**src/sv/qlbs_pkg.sv**
```systemverilog
// Shared types and constants of the Q-learning backend selector.
`timescale 1ns / 1ps
package qlbs_pkg;

	localparam int BACKEND_SLOTS_DEF = 8;
	localparam int STATE_SLOTS_DEF   = 16;

	localparam int RATE_W = 17;
	localparam int Q_W    = 16;
	localparam int CNT_W  = 11;
	localparam logic [RATE_W-1:0] ONE_Q16 = 17'h10000;

	// register map, byte address 4*index
	typedef enum logic [2:0] {
		REG_BACKENDS = 3'd0,
		REG_STATES   = 3'd1,
		REG_LEARN    = 3'd2,
		REG_DISCOUNT = 3'd3,
		REG_DECAY    = 3'd4,
		REG_MIN_EXP  = 3'd5
	} reg_idx_t;

	// raw configuration as written
	typedef struct packed {
		logic [3:0]        backends;
		logic [4:0]        states;
		logic [RATE_W-1:0] learn;
		logic [RATE_W-1:0] discount;
		logic [RATE_W-1:0] decay;
		logic [RATE_W-1:0] min_exp;
	} cfg_t;

endpackage

```
**src/sv/qlbs_apb.sv**
```systemverilog
// APB configuration registers of the backend selector.
`timescale 1ns / 1ps
module qlbs_apb
	import qlbs_pkg::*;
(
	input  logic        clk,
	input  logic        arst_n,
	input  logic        psel,
	input  logic        penable,
	input  logic        pwrite,
	input  logic [4:0]  paddr,
	input  logic [31:0] pwdata,
	output logic [31:0] prdata,
	output logic        pready,
	output cfg_t        cfg
);
	cfg_t              cfg_q;
	logic              wr;
	logic [RATE_W-1:0] wr_rate;
	reg_idx_t          idx;

	assign pready = 1'b1;
	assign wr     = psel && penable && pwrite;
	assign idx    = reg_idx_t'(paddr[4:2]);
	// rates saturate at 1.0 on write
	assign wr_rate = (pwdata[RATE_W-1:0] > ONE_Q16) ? ONE_Q16 : pwdata[RATE_W-1:0];

	always_ff @(posedge clk or negedge arst_n) begin
		if (!arst_n) begin
			cfg_q.backends <= 4'd8;
			cfg_q.states   <= 5'd16;
			cfg_q.learn    <= 17'd19661;
			cfg_q.discount <= 17'd32768;
			cfg_q.decay    <= 17'd62259;
			cfg_q.min_exp  <= 17'd3277;
		end else if (wr) begin
			case (idx)
				REG_BACKENDS: cfg_q.backends <= pwdata[3:0];
				REG_STATES:   cfg_q.states   <= pwdata[4:0];
				REG_LEARN:    cfg_q.learn    <= wr_rate;
				REG_DISCOUNT: cfg_q.discount <= wr_rate;
				REG_DECAY:    cfg_q.decay    <= wr_rate;
				REG_MIN_EXP:  cfg_q.min_exp  <= wr_rate;
				default: ;
			endcase
		end
	end

	// read back
	always_comb begin
		case (idx)
			REG_BACKENDS: prdata = 32'(cfg_q.backends);
			REG_STATES:   prdata = 32'(cfg_q.states);
			REG_LEARN:    prdata = 32'(cfg_q.learn);
			REG_DISCOUNT: prdata = 32'(cfg_q.discount);
			REG_DECAY:    prdata = 32'(cfg_q.decay);
			REG_MIN_EXP:  prdata = 32'(cfg_q.min_exp);
			default:      prdata = 32'd0;
		endcase
	end

	assign cfg = cfg_q;
endmodule

```
**config.mk**
```make
export PLATFORM = sky130hd
export DESIGN_NAME = qlbs_apb
export DESIGN_NICKNAME = d
export VERILOG_FILES = /design/src/sv/qlbs_pkg.sv /design/src/sv/qlbs_apb.sv
export SDC_FILE = /design/constraint.sdc
export NUM_CORES = 1
export LEC_CHECK = 0
export ABC_AREA = 1
export BUFFER_PORTS_ARGS = -buffer_cell sky130_fd_sc_hd__buf_2
export CORE_ASPECT_RATIO = 1.75
export CORE_UTILIZATION = 46
export DETAILED_ROUTE_END_ITERATION = 10
export HOLD_SLACK_MARGIN = 0.02
export PLACE_DENSITY = 0.86
export SYNTH_ARGS = -nofsm -noshare
export SYNTH_HDL_FRONTEND = slang
export SYNTH_SLANG_ARGS = --single-unit
```
**constraint.sdc**
```tcl
create_clock -name clk -period 2 [get_ports clk]
set_clock_uncertainty 0.1 [all_clocks]
set_input_delay 0.1 -clock clk [delete_from_list [all_inputs] [get_ports clk]]
set_output_delay 0.1 -clock clk [all_outputs]
set_load 0.02 [all_outputs]
```
==> flow_metrics.tcl <==
set metrics [dict create \
    die_area_um2 8880 \
    crit_arrival_ns 1.91 \
    antenna_cells 0 \
    clockBufferDepth 2 \
    grt_setup_unrepaired "no" \
    vias_per_cell 5.49 \
    yosys_register_bits 77 \
    p_leak_nw 2.84 \
    cts_buffers 9 \
    ys_types 26 \
    grtUsageMet2_pct 50.1 \
    met3_usage_pct 3.96 \
    ys_seq_area_share_pct 50.2 \
    synth_area_leaders "dfrtp_1 (31%), nand2_1 (20%), dfstp_2 (19%), nand3_1 (9.7%), buf_4 (3.7%)" \
    clk_pin_slew_ns 0.06 \
    nets 653 \
    grt_use_total_pct 27.9 \
    largest_reg_flops 77 \
    wirelength_mm 11.8 \
    clockRootBuffer "clkbuf_16" \
    cts.sinks 77 \
    busiest_layer "met2" \
    clk_latency_ns 0.33 \
    die_height_um 124 \
    fin_crit_ns 1.74 \
    ys_warn_count 0 \
    internal_power_mw 3.39 \
    start_util_pct 47.3 \
    p_seq_share_pct 40.8 \
    syn_area_um2 3910 \
    gp_congestion 0.863 \
    grt_pass1_vias 3656 \
    io_buffers 118 \
    core_area_um2 8260 \
    comb_power_share_pct 21.8 \
    whs_ns 0.160 \
    powerDensity_nw_per_um2 983 \
    hold_path_class "input port to flop" \
    hold_viol_final 0 \
    h-tree-depth 3 \
    total_power_mw 4.90 \
    vias 3884 \
    yosysTopAreaCell "dfrtp_1" \
    antenna_found_initial 0 \
    dr.pass1.iters 5 \
    drv_cap 0 \
    grt_max_degree 44 \
    postCtsSetupBuffers 0 \
    endpoint_kind "flop" \
    required_ns 2.17 \
    fp-row-count 44 \
    worst_slack_ns 0.260 \
    synth_top_area_share_pct 31.4 \
    p_sw_share_pct 30.7 \
    io_pins 152 \
    max-vdd-ir-drop_v 0.000544 \
    mostFrequentLayoutCells "nand2_1 (209), buf_2 (117), nand3_1 (76)" \
    cp_max_fo 40 \
    final_area_um2 4980 \
    avgSynthCellArea_um2 8.17 \
    start_kind "input port" \
    syn_inst 478 \
    drt_iter0_drc 381 \
    tightestPinTransition_ns 0.554 \
    place_ws_ns 0.439 \
    max_slew_margin_pct 63.0 \
    drc 0 \
    critical_path_class "input port to flop" \
    finalCritPeriodShare_pct 87.0 \
    gr-total-overflow 0 \
    fillers 723 \
    cts_tree "built" \
    drive_gt1_share_pct 30.5 \
    place_hpwl_mm 7.87 \
    fmaxAchievable_ghz 0.575 \
    mostFrequentLayoutCell "nand2_1" \
    clkPwrFrac_pct 37.3 \
    setup_tns_ns 0 \
    place_area_um2 4460 \
    die_w_um 71.7 \
    grt_first_pass_wirelength_mm 18.5 \
    drt.antenna.violating_nets 0 \
    setup_viol 0 \
    drv_slew 0 \
    area_growth_pct 27.5 \
    p_sw_mw 1.51 \
    grtUsageMet1_pct 30.7 \
    post_drt_wl_per_cell_um 16.7 \
    status "completed" \
]
==> critical path, cell delays in order <==
cell and delay [ns]:
dlygate4sd3_1 0.53, buf_2 0.18, nor2_1 0.14, nand2_1 0.08, nor2_1 0.12, nand2_1 0.08
nand2_2 0.06, buf_4 0.36, nand3_1 0.14, nand2_1 0.12
==> logic make-up after synthesis <==
group / Yosys count / share of synthesized area (%)
other: 2 / 0.192
and+or+nand+nor: 316 / 36.1
AOI/OAI and AO/OA: 29 / 4.42
DFF: 77 / 50.2
buffers and inverters: 54 / 9.03
==> metal layers <==
metal / vias to the layer above / share of wire [%]
met2: 247 / 54
met1: 1817 / 34
met5: - / 0
li1: 1781 / -
met4: 0 / 4.2
met3: 39 / 6.9
==> stage by stage <==
step	instances	util, %
after floorplan	492	-
after CTS	708	60.3
after detailed placement	674	54.0
after global routing	708	60.3
after global placement	674	54.0
final	708	60.3
==> synthesized netlist by cell type (all sizes together) <==
library cell	number
o21ai	8
o22ai	2
inv	19
nand4	4
clkinv	1
a22oi	8
o211a	1
nand2	211
nor3	1
or2	1
buf	34
a21oi	10
nor2	20
conb	2
dfstp	28
nand3	79
dfrtp	49
==> power groups by stage <==
stage               sequential, mW  clock, mW  combinational, mW
global route                  2.02       1.91               1.15
finish                        2.00       1.83               1.07
floorplan                     2.26          0              0.380
CTS                           1.99       1.85               1.07
detailed placement            2.01          0               1.04
global placement              2.00          0               1.01
==> cell type report <==
class	count	area [um^2]	area share [%]
Sequential cell	77	1960	39.4
Timing Repair Buffer	142	831	16.7
Clock inverter	3	65.1	1.31
Multi-Input combinational cell	361	1640	33.0
Tap cell	92	115	2.31
Inverter	20	85.1	1.71
Clock buffer	13	280	5.63
==> final timing paths <==
path | slack [ns] | start | cells after the start | to
setup reg to reg | 1.12 | cfg[31]$_DFFE_PN1P_ | 2 | cfg[31]$_DFFE_PN1P_
setup / recovery | 0.26 | pwdata[3] | 10 | cfg[10]$_DFFE_PN1P_
hold reg to reg | 0.37 | cfg[62]$_DFFE_PN1P_ | 2 | cfg[62]$_DFFE_PN1P_
hold / removal | 0.16 | paddr[4] | 5 | cfg[3]$_DFFE_PN1P_
max in group asynchronous | 0.95 | arst_n | 3 | cfg[7]$_DFFE_PN1P_
min in group asynchronous | 0.19 | arst_n | 2 | cfg[50]$_DFFE_PN0P_
==> what timing repair did <==
action | in CTS | in global routing
endpoints found under the hold margin | 110 | 0
gates resized for setup | 0 | 0
hold buffers | 18 | 0
(Power assumes the default switching activity.)
